[src/rtl/core/dtd_pkg.sv]
package dtd_pkg;

    // table sizes
    localparam int TIMED_SLOTS = 8;
    localparam int READY_SLOTS = 8;

    // index and count widths
    localparam int TIMED_AW = (TIMED_SLOTS > 1) ? $clog2(TIMED_SLOTS) : 1;
    localparam int READY_AW = (READY_SLOTS > 1) ? $clog2(READY_SLOTS) : 1;
    localparam int READY_CW = $clog2(READY_SLOTS + 1);

    // field widths
    localparam int OP_W    = 3;
    localparam int ID_W    = 8;
    localparam int DELAY_W = 16;
    localparam int TICK_W  = 32;

    // command codes
    typedef enum logic [OP_W-1:0] {
        OP_TICK      = 3'd0,
        OP_SCHEDULE  = 3'd1,
        OP_ENQUEUE   = 3'd2,
        OP_PROCESS   = 3'd3,
        OP_CLR_QUEUE = 3'd4,
        OP_CLR_SCHED = 3'd5
    } op_t;

    // sequencer states
    typedef enum logic [2:0] {
        ST_IDLE,
        ST_SCAN_RD,
        ST_SCAN_CMP,
        ST_EMIT_PRE,
        ST_EMIT
    } state_t;

endpackage

[src/rtl/core/deadline_task_dispatcher_core.sv]
// Deadline task dispatcher: tick counter, timed task table and ready queue.
// Command channel: a command beat (opcode, task_id, delay_ms) is taken at a
// rising edge with start high and busy low. Result channel: each dispatched
// task id shows on run_task_id for one cycle with result_valid high; the
// final beat of a process command also has last_of_run high. The receiver
// cannot stall the block, so results come out back to back.
// Tick, schedule, enqueue and the two clear commands finish in the cycle
// they are taken; busy stays low and the next command may follow at once.
// Process holds busy high while the timed table is walked one slot at a
// time, each slot through a read state (ST_SCAN_RD) and a compare state
// (ST_SCAN_CMP) using the deadline memory read and the single 32-bit
// adder, which also serves tick and schedule and does the due compare; a
// memory prefetch state (ST_EMIT_PRE) then precedes the result beats, one
// per dispatched id.
// Reset (rst_n low, asynchronous) zeroes the tick counter, empties both
// tables and returns the sequencer to idle; no clearing pass is needed.
module deadline_task_dispatcher_core
    import dtd_pkg::*;
(
    input  logic               clk,
    input  logic               rst_n,
    input  logic               start,
    output logic               busy,
    input  logic [OP_W-1:0]    opcode,
    input  logic [ID_W-1:0]    task_id,
    input  logic [DELAY_W-1:0] delay_ms,
    output logic               result_valid,
    output logic [ID_W-1:0]    run_task_id,
    output logic               last_of_run
);

    state_t state_reg, state_next;

    logic [TICK_W-1:0]   tick_reg, tick_next;
    logic [READY_CW-1:0] cnt_reg, cnt_next;
    logic [TIMED_AW-1:0] scan_idx_reg, scan_idx_next;
    logic [READY_AW-1:0] emit_idx_reg, emit_idx_next;
    logic [ID_W-1:0]     tid_reg  [TIMED_SLOTS];
    logic [ID_W-1:0]     tid_next [TIMED_SLOTS];

    // deadline and ready memories
    logic [TICK_W-1:0]   dl_mem [TIMED_SLOTS];
    logic [TICK_W-1:0]   dl_rd_reg;
    logic                dl_we;
    logic [TIMED_AW-1:0] dl_waddr;
    logic [ID_W-1:0]     rq_mem [READY_SLOTS];
    logic [ID_W-1:0]     rq_rd_reg;
    logic                rq_we;
    logic [READY_AW-1:0] rq_waddr;
    logic [READY_AW-1:0] rq_raddr;
    logic [ID_W-1:0]     rq_wdata;

    // shared adder
    logic [TICK_W-1:0]   alu_b;
    logic                alu_cin;
    logic [TICK_W-1:0]   alu_sum;
    logic                alu_carry;

    logic                free_found;
    logic [TIMED_AW-1:0] free_slot;
    logic                scan_last;
    logic                emit_last;
    logic                queue_full;

    assign scan_last  = (scan_idx_reg == TIMED_AW'(TIMED_SLOTS - 1));
    assign emit_last  = ((READY_CW'(emit_idx_reg) + READY_CW'(1)) == cnt_reg);
    assign queue_full = (cnt_reg >= READY_CW'(READY_SLOTS));

    // first free timed slot
    always_comb
    begin
        free_found = 1'b0;
        free_slot  = '0;
        for (int k = TIMED_SLOTS - 1; k >= 0; k--)
        begin
            if (tid_reg[k] == '0)
            begin
                free_found = 1'b1;
                free_slot  = TIMED_AW'(k);
            end
        end
    end

    // adder operand select: increment, add delay, or subtract for due test
    always_comb
    begin
        alu_b   = TICK_W'(1);
        alu_cin = 1'b0;
        case (state_reg)
            ST_IDLE:
            begin
                if (opcode == OP_SCHEDULE)
                    alu_b = TICK_W'(delay_ms);
            end
            ST_SCAN_CMP:
            begin
                alu_b   = ~dl_rd_reg;
                alu_cin = 1'b1;
            end
            default:
            begin
                alu_b   = TICK_W'(1);
                alu_cin = 1'b0;
            end
        endcase
    end

    assign {alu_carry, alu_sum} = {1'b0, tick_reg} + {1'b0, alu_b} + (TICK_W + 1)'(alu_cin);

    // next state
    always_comb
    begin
        state_next = state_reg;
        case (state_reg)
            ST_IDLE:
            begin
                if (start && (opcode == OP_PROCESS))
                    state_next = ST_SCAN_RD;
            end
            ST_SCAN_RD:
                state_next = ST_SCAN_CMP;
            ST_SCAN_CMP:
                state_next = scan_last ? ST_EMIT_PRE : ST_SCAN_RD;
            ST_EMIT_PRE:
                state_next = (cnt_reg == '0) ? ST_IDLE : ST_EMIT;
            ST_EMIT:
            begin
                if (emit_last)
                    state_next = ST_IDLE;
            end
            default:
                state_next = ST_IDLE;
        endcase
    end

    // outputs and datapath control
    always_comb
    begin
        tick_next     = tick_reg;
        cnt_next      = cnt_reg;
        scan_idx_next = scan_idx_reg;
        emit_idx_next = emit_idx_reg;
        tid_next      = tid_reg;
        dl_we         = 1'b0;
        dl_waddr      = free_slot;
        rq_we         = 1'b0;
        rq_waddr      = cnt_reg[READY_AW-1:0];
        rq_wdata      = task_id;
        rq_raddr      = '0;
        busy          = (state_reg != ST_IDLE);
        result_valid  = 1'b0;
        run_task_id   = rq_rd_reg;
        last_of_run   = 1'b0;
        case (state_reg)
            ST_IDLE:
            begin
                if (start)
                begin
                    case (op_t'(opcode))
                        OP_TICK:
                            tick_next = alu_sum;
                        OP_SCHEDULE:
                        begin
                            if (free_found && (task_id != '0))
                            begin
                                dl_we               = 1'b1;
                                tid_next[free_slot] = task_id;
                            end
                        end
                        OP_ENQUEUE:
                        begin
                            if (!queue_full && (task_id != '0))
                            begin
                                rq_we    = 1'b1;
                                cnt_next = cnt_reg + READY_CW'(1);
                            end
                        end
                        OP_PROCESS:
                            scan_idx_next = '0;
                        OP_CLR_QUEUE:
                            cnt_next = '0;
                        OP_CLR_SCHED:
                        begin
                            for (int k = 0; k < TIMED_SLOTS; k++)
                                tid_next[k] = '0;
                        end
                        default:
                            tick_next = tick_reg;
                    endcase
                end
            end
            ST_SCAN_CMP:
            begin
                // due entry moves to the queue; lost if the queue is full
                if ((tid_reg[scan_idx_reg] != '0) && alu_carry)
                begin
                    tid_next[scan_idx_reg] = '0;
                    if (!queue_full)
                    begin
                        rq_we    = 1'b1;
                        rq_wdata = tid_reg[scan_idx_reg];
                        cnt_next = cnt_reg + READY_CW'(1);
                    end
                end
                if (!scan_last)
                    scan_idx_next = scan_idx_reg + TIMED_AW'(1);
            end
            ST_EMIT_PRE:
                emit_idx_next = '0;
            ST_EMIT:
            begin
                result_valid = 1'b1;
                last_of_run  = emit_last;
                if (emit_last)
                    cnt_next = '0;
                else
                begin
                    emit_idx_next = emit_idx_reg + READY_AW'(1);
                    rq_raddr      = emit_idx_reg + READY_AW'(1);
                end
            end
            default:
                busy = 1'b1;
        endcase
    end

    // control registers
    always_ff @(posedge clk or negedge rst_n)
    begin
        if (!rst_n)
        begin
            state_reg    <= ST_IDLE;
            tick_reg     <= '0;
            cnt_reg      <= '0;
            scan_idx_reg <= '0;
            emit_idx_reg <= '0;
            for (int k = 0; k < TIMED_SLOTS; k++)
                tid_reg[k] <= '0;
        end
        else
        begin
            state_reg    <= state_next;
            tick_reg     <= tick_next;
            cnt_reg      <= cnt_next;
            scan_idx_reg <= scan_idx_next;
            emit_idx_reg <= emit_idx_next;
            tid_reg      <= tid_next;
        end
    end

    // deadline memory, registered read at the scan slot
    always_ff @(posedge clk)
    begin
        if (dl_we)
            dl_mem[dl_waddr] <= alu_sum;
        dl_rd_reg <= dl_mem[scan_idx_reg];
    end

    // ready queue memory, registered read one beat ahead
    always_ff @(posedge clk)
    begin
        if (rq_we)
            rq_mem[rq_waddr] <= rq_wdata;
        rq_rd_reg <= rq_mem[rq_raddr];
    end

endmodule

[config.mk]
export PLATFORM = sky130hd
export DESIGN_NAME = deadline_task_dispatcher_core
export DESIGN_NICKNAME = d
export VERILOG_FILES = /design/src/rtl/core/dtd_pkg.sv /design/src/rtl/core/deadline_task_dispatcher_core.sv
export SDC_FILE = /design/constraint.sdc
export NUM_CORES = 1
export LEC_CHECK = 0
export BUFFER_PORTS_ARGS = -buffer_cell sky130_fd_sc_hd__buf_2
export CORE_ASPECT_RATIO = 1.75
export CORE_MARGIN = 2
export CORE_UTILIZATION = 62
export DETAILED_ROUTE_END_ITERATION = 8
export PLACE_DENSITY = 0.79
export REMOVE_ABC_BUFFERS = 1
export SYNTH_ARGS = -nofsm -noshare
export SYNTH_HDL_FRONTEND = slang
export SYNTH_SLANG_ARGS = --single-unit
[constraint.sdc]
create_clock -name clk -period 7.2 [get_ports clk]
set_clock_uncertainty 0.15 [all_clocks]
set_input_delay 1.44 -clock clk [delete_from_list [all_inputs] [get_ports clk]]
set_output_delay 1.44 -clock clk [all_outputs]
set_load 0.01 [all_outputs]
# [Word level (Yosys, flattened, before mapping)]
# Memories as Yosys holds them, arrays and structs flattened. A register that Yosys moved wholly into a read port is not among the register bits.
# Cells that the tools add are included.
[word_totals] regBits=109 ram_bits=320 mem_count=2
[classes] add_sub_neg=6 n_lt_le_gt_ge=5 bitwise_logic=5 reduce_logical=31 n_eq_ne=23 mux=72
[memory_table] name="dl_mem" words=8 word_bits=32 rd=1 rd_ports_with_merged_regs=1 wr=1 line_no="deadline_task_dispatcher_core.sv:42" source="logic [TICK_W-1:0] dl_mem [TIMED_SLOTS];"
[memory_table] name="rq_mem" words=8 word_bits=8 rd=1 rd_ports_with_merged_regs=1 wr=1 line_no="deadline_task_dispatcher_core.sv:46" source="logic [ID_W-1:0] rq_mem [READY_SLOTS];"
[ops] operator="$pmux 64 s2" count=2
[ops] operator="$mux 64" count=3
[ops] operator="$and 64x64->64" count=1
[ops] operator="$bwmux 64" count=1
[ops] operator="$logic_not 8->1" count=8
[ops] operator="$not 64->64" count=1
[ops] operator="$pmux 32 s2" count=1
[ops] operator="$mux 8" count=7
[ops] operator="$mux 3" count=17
[ops] operator="$demux 8 s3" count=2
[ops] operator="$add 32x32->33" count=1
[ops] operator="$add 33x1->33" count=1
[ops] operator="$not 32->32" count=1
[ops] operator="$mux 1" count=25
[ops] operator="$bmux 8 s3" count=1
[ops] operator="$mux 4" count=5
[ops] operator="$mux 16" count=1
[ops] operator="$ne 2x2->1 const B" count=8
[ops] operator="$reduce_bool 8->1" count=2
[ops] operator="$pmux 3 s5" count=1
[ops] operator="$eq 3x2->1 const B" count=4
[ops] operator="$eq 3x3->1 const B" count=4
[ops] operator="$ge 4x4->1 const B" count=3
[ops] operator="$pmux 3 s2" count=2
[ops] operator="other kinds (25)" count=40

# [Longest topological paths before layout]
[depth] ltp_word=19 mapped_depth=19 mapped_depth_nobuf=16

# [Worst setup path before layout]
# Ideal clock, no wire load.
[synth_path] kind="input -> register" startpoint="in opcode[0]" endpoint="mem rq_mem[5][0], enable pin" arrival_time_ps=4925 cell_stages=14 setup_ps=398 setup_slack_ps=1728 path_cell_list="nor2b_1 nor3b_1 clkbuf_1 nand2_1 o21ai_0 ha_1 o21ai_0 a21oi_1 nand3_1 a21oi_1 o31ai_1 a211oi_4 a32oi_2 nor4b_1"
[synth_between] elab_chain_len=10 elab_cells_between_ends=13 cone_classes="add/sub: 2; eq/ne: 2; mux: 8; reduce/logical: 1"
[synth_rtl] element="start: declaration" line_no="deadline_task_dispatcher_core.sv:24" source="input logic [OP_W-1:0] opcode,"
[synth_rtl] element="$eq 3x1->1" line_no="deadline_task_dispatcher_core.sv:92" source="if (opcode == OP_SCHEDULE)"
[synth_rtl] element="$mux 16" line_no="deadline_task_dispatcher_core.sv:92"
[synth_rtl] element="$pmux 32 s2" line_no="deadline_task_dispatcher_core.sv:89" source="case (state_reg)"
[synth_rtl] element="$add 32x32->33" line_no="deadline_task_dispatcher_core.sv:108" source="assign {alu_carry, alu_sum} = {1'b0, tick_reg} + {1'b0, alu_b} + (TICK_W + 1)'(alu_cin);"
[synth_rtl] element="$add 33x1->33" line_no="deadline_task_dispatcher_core.sv:108"
[synth_rtl] element="$logic_and 1x1->1" line_no="deadline_task_dispatcher_core.sv:195" source="if ((tid_reg[scan_idx_reg] != '0) && alu_carry)"
[synth_rtl] element="$mux 1" line_no="deadline_task_dispatcher_core.sv:195"
[synth_rtl] element="$pmux 1 s2 *" line_no="deadline_task_dispatcher_core.sv:154" source="case (state_reg)"
[synth_rtl] element="$mux 1 *" line_no="deadline_task_dispatcher_core.sv:262" source="if (rq_we)"
[synth_rtl] element="$mux 1 (implied by the code) *" line_no="deadline_task_dispatcher_core.sv:263" source="rq_mem[rq_waddr] <= rq_wdata;"
[synth_rtl] element="end: declaration" line_no="deadline_task_dispatcher_core.sv:46"
# Mark *: on every way between the ends. The rest lies on a longest branch, timed or not.

# [Worst setup path in the final report]
[layout_path] startpoint="in opcode[0]" endpoint="mem rq_mem[6][6], enable pin"
# The elaborated chain is that of the path after synthesis.

==> Implementation_results.wiki <==
{| class="wikitable"
! Metric !! Value
|-
| Result of the run || completed
|-
| Dpl cells || 1,914
|-
| DRC Markers || 0
|-
| Chip Height || 240.4 um
|-
| Clock tree from TritonCTS || built
|-
| Worst Path Class, Setup || primary input to register
|-
| Std-Cell Core Area || 0.03153 mm2
|-
| Synthesized instance count || 1,524
|-
| WL per Instance || 25.04 um
|-
| CP cell instances || buf_2, nor2b_1, nor3b_2, buf_4, a32o_1, fa_1, inv_1, fa_1, a211oi_1, o211ai_1, nand3_1, a21oi_1, o31ai_1, a211oi_4, a32oi_2, or2_1, nor2_1
|-
| Worst-path clk slew || 0.06 ns
|-
| CTS Hold Bufs || 0
|-
| Cell taking the most area after synthesis || sky130_fd_sc_hd__edfxtp_1
|-
| Synth Flop Type || sky130_fd_sc_hd__edfxtp_1
|-
| Number of warning messages in the yosys log || 0
|-
| Most numerous cell on the critical path || sky130_fd_sc_hd__fa_1
|-
| Non-filler cells, final || 1,989
|-
| Leading post-synthesis cells by cell area || sky130_fd_sc_hd__edfxtp_1 49%, sky130_fd_sc_hd__dfrtp_1 14%, sky130_fd_sc_hd__dfxtp_1 4.0%, sky130_fd_sc_hd__nand2_1 3.4%, sky130_fd_sc_hd__a22oi_1 3.3%
|-
| Total die area || 0.03344 mm2
|-
| Clock Tree Buf Depth || 3
|-
| Area of the mapped netlist || 0.01980 mm2
|-
| Summed negative setup slack over all endpoints || 0 ns
|-
| Die width || 139.1 um
|-
| N_diodes || 0
|-
| Top fanout value on the critical path || 16
|-
| Number of failing hold endpoints at the final stage || 0
|-
| WL final || 49,800 um
|-
| Post-synth EDFFs || 320
|-
| Standard cell with the maximum stage delay on the critical path || sky130_fd_sc_hd__nor2_1
|-
| CP endpoint kind || register
|-
| Number of global-route vias before repair || 13,630
|-
| Placement Cell Area || 0.02048 mm2
|-
| Worst setup SP type || primary input
|-
| Cells resized by post-CTS repair || 0
|-
| Worst voltage drop across the vdd grid || 0.0003420 V
|-
| Share of the yosys chip area belonging to registers || 66.35%
|-
| Inserted Clock Buffers || 41
|-
| Most frequently used cell type in the post-synthesis netlist || sky130_fd_sc_hd__edfxtp_1
|-
| Count of buffer and inverter cells on the critical path || 3
|-
| Clock sink total || 469
|-
| RSZ-0062 raised after global routing || false
|-
| Total via count after detailed routing || 13,410
|-
| Rel. slew slack || 19.93%
|-
| Detailed-route vias per instance || 6.741
|-
| Antenna-violating nets left || 0
|-
| Final weighted congestion of routability-driven global placement || 0.9543
|-
| Largest net degree at the start of global routing || 58
|-
| Total of flip-flops plus latches after synthesis || 469
|-
| Post-Route Utilization || 69.43%
|-
| Signal arrival time at the worst endpoint || 5.56 ns
|-
| Area grow syn2layout || 10.55%
|-
| Maximum clock frequency || 0.1806 GHz
|-
| Clock tree root buffer cell || sky130_fd_sc_hd__clkbuf_16
|-
| Remaining global-route overflow || 0
|-
| Cell area after layout || 0.02189 mm2
|-
| Number of pins exceeding their max-slew limit in the final report || 0
|-
| HPWL Detailed || 31,470 um
|-
| Total iterations of the first detailed-routing run || 5
|-
| DRC violation total after the first TritonRoute iteration || 1,195
|-
| Final net count || 1,629
|-
| Final-layout worst hold slack || 0.3262 ns
|-
| P per Cell Area || 432.5 mW/mm2
|-
| Clock period minus final worst setup slack || 5.536 ns
|-
| Final setup fails || 0
|-
| Pin slew with the least headroom to its limit || 1.197 ns
|-
| FP Rows || 86
|-
| Layout cells sized above 1 || 12.05%
|-
| Clock insertion delay at the later pin of the skew report || 0.56 ns
|-
| Share of the synthesized area in the top cell type || 48.53%
|-
| Initial standard-cell utilization of the core || 62.80%
|-
| Static leakage power || 8.139 nW
|-
| Flip-flop count of the largest register, all copies and words added || 256
|-
| Worst stage delay on the critical path || 0.61 ns
|-
| Aggregate global-route resource usage || 30.15%
|-
| Total I/O pin count || 41
|-
| # port buffers || 40
|-
| Post-synthesis cell type count || 74
|-
| Top post-synthesis cells by count || 320 x sky130_fd_sc_hd__edfxtp_1, 181 x sky130_fd_sc_hd__nand2_1, 112 x sky130_fd_sc_hd__nor2_1
|-
| Post-synth ARST share || 23.24%
|-
| # H-tree levels || 2
|-
| First-pass GRT wire length || 76,470 um
|-
| Number of antenna violations at the first check in global routing || 0
|-
| Syn avg cell area || 12.99 um2
|-
| Maximum capacitance violations || 0
|-
| Data required time of the critical path || 7.23 ns
|-
| Share of the cycle needed by the critical path after routing || 76.89%
|-
| Hold/Removal Path Class || register to register
|-
| Buffers inserted by post-CTS timing repair || 0
|-
| Kind of cell adding the most delay to the critical path || compound AO/OA/AOI/OAI gates
|}
## cell usage in the layout, fill, tap and decap left out, types with 9 or more instances in the layout
master / netlist / layout
sky130_fd_sc_hd__o21ai_0: 61 / 61
sky130_fd_sc_hd__xor2_1: 17 / 17
sky130_fd_sc_hd__a22o_1: 13 / 13
sky130_fd_sc_hd__dfrtp_1: 109 / 107
sky130_fd_sc_hd__nand4_1: 24 / 24
sky130_fd_sc_hd__xnor2_1: 16 / 16
sky130_fd_sc_hd__a21oi_1: 52 / 52
sky130_fd_sc_hd__clkbuf_16: 0 / 44
sky130_fd_sc_hd__a221oi_1: 18 / 18
sky130_fd_sc_hd__clkbuf_1: 53 / 9
sky130_fd_sc_hd__nand3_1: 38 / 38
sky130_fd_sc_hd__buf_4: 9 / 30
sky130_fd_sc_hd__mux4_2: 11 / 11
sky130_fd_sc_hd__a211oi_1: 12 / 12
sky130_fd_sc_hd__o2bb2ai_1: 56 / 56
sky130_fd_sc_hd__nand2_1: 181 / 180
sky130_fd_sc_hd__nor2_1: 112 / 107
sky130_fd_sc_hd__mux2_2: 19 / 19
sky130_fd_sc_hd__nor3_2: 0 / 10
sky130_fd_sc_hd__mux2i_1: 13 / 13
sky130_fd_sc_hd__o221ai_1: 10 / 10
sky130_fd_sc_hd__a22oi_1: 86 / 86
sky130_fd_sc_hd__dfxtp_1: 40 / 40
sky130_fd_sc_hd__o22ai_1: 24 / 24
sky130_fd_sc_hd__nor3_1: 22 / 12
sky130_fd_sc_hd__inv_1: 26 / 26
sky130_fd_sc_hd__buf_2: 6 / 39
sky130_fd_sc_hd__nor4_1: 18 / 18
sky130_fd_sc_hd__ha_1: 36 / 36
sky130_fd_sc_hd__edfxtp_1: 320 / 320
## worst register-to-register path: cells and delay by family (launching register included)
kind	cells	cell delay, ns
AOI/OAI and AO/OA	6	1.34
adders and majority gates	2	0.79
buffers and inverters	1	0.09
DFF	1	0.52
and+or+nand+nor	5	2.00
## final cells by class
type	count	area (um2)
clock buffers	54	1149
fillers	2141	9638
clock inverters	21	265.3
well taps	396	495.5
multi-input cells	953	6319
repair buffers	69	420.4
inverters	27	101.3
flip-flops and latches	469	13140
## per-layer routing
layer	GRT usage [%]	wire, um	vias up
met5	0	0	-
met4	18.73	3414	0
met3	3.505	2966	206
met2	55.05	26500	654
met1	33.54	16920	6639
li1	-	-	5908
## power breakdown
part           internal, mW  switching (mW)  total, mW
sequential             3.71           0.299       4.01
combinational          1.03            2.13       3.16
clock                  1.35           0.950       2.30
total                  6.09            3.38       9.47
## cells by family after synthesis
| kind of cell | share of synthesized area (%) |
|---|---|
| AO/OA/AOI/OAI | 14.22 |
| XOR/XNOR | 1.460 |
| adder cells (fa/ha/maj) | 2.477 |
| buffers and inverters | 2.218 |
| flip-flops | 66.35 |
| multiplexers | 2.989 |
| AND/OR/NAND/NOR | 10.29 |
## stage by stage
stage          worst slack, ns  total power, mW
6_report                 1.664            9.467
5_1_grt                  1.448            9.904
4_1_cts                  1.660            9.446
3_5_place_dp             1.116            7.148
3_3_place_gp             1.270            7.020
2_1_floorplan            1.350            6.059
## path summary, 6_finish.rpt
path                            slack (ns)         endpoint  depth (start not counted)          start
worst min register to register        0.33    dl_rd_reg[20]                          2  dl_mem[5][20]
max in group asynchronous             4.81  scan_idx_reg[2]                          2          rst_n
min in group asynchronous             0.82      tid_reg[26]                          1          rst_n
worst max-delay path                  1.66     rq_mem[6][6]                         17      opcode[0]
worst max register to register        1.94     rq_mem[6][6]                         14   state_reg[2]
worst min-delay path                  0.33    dl_rd_reg[20]                          2  dl_mem[5][20]
No activity file was read; power rests on OpenSTA's default activity.
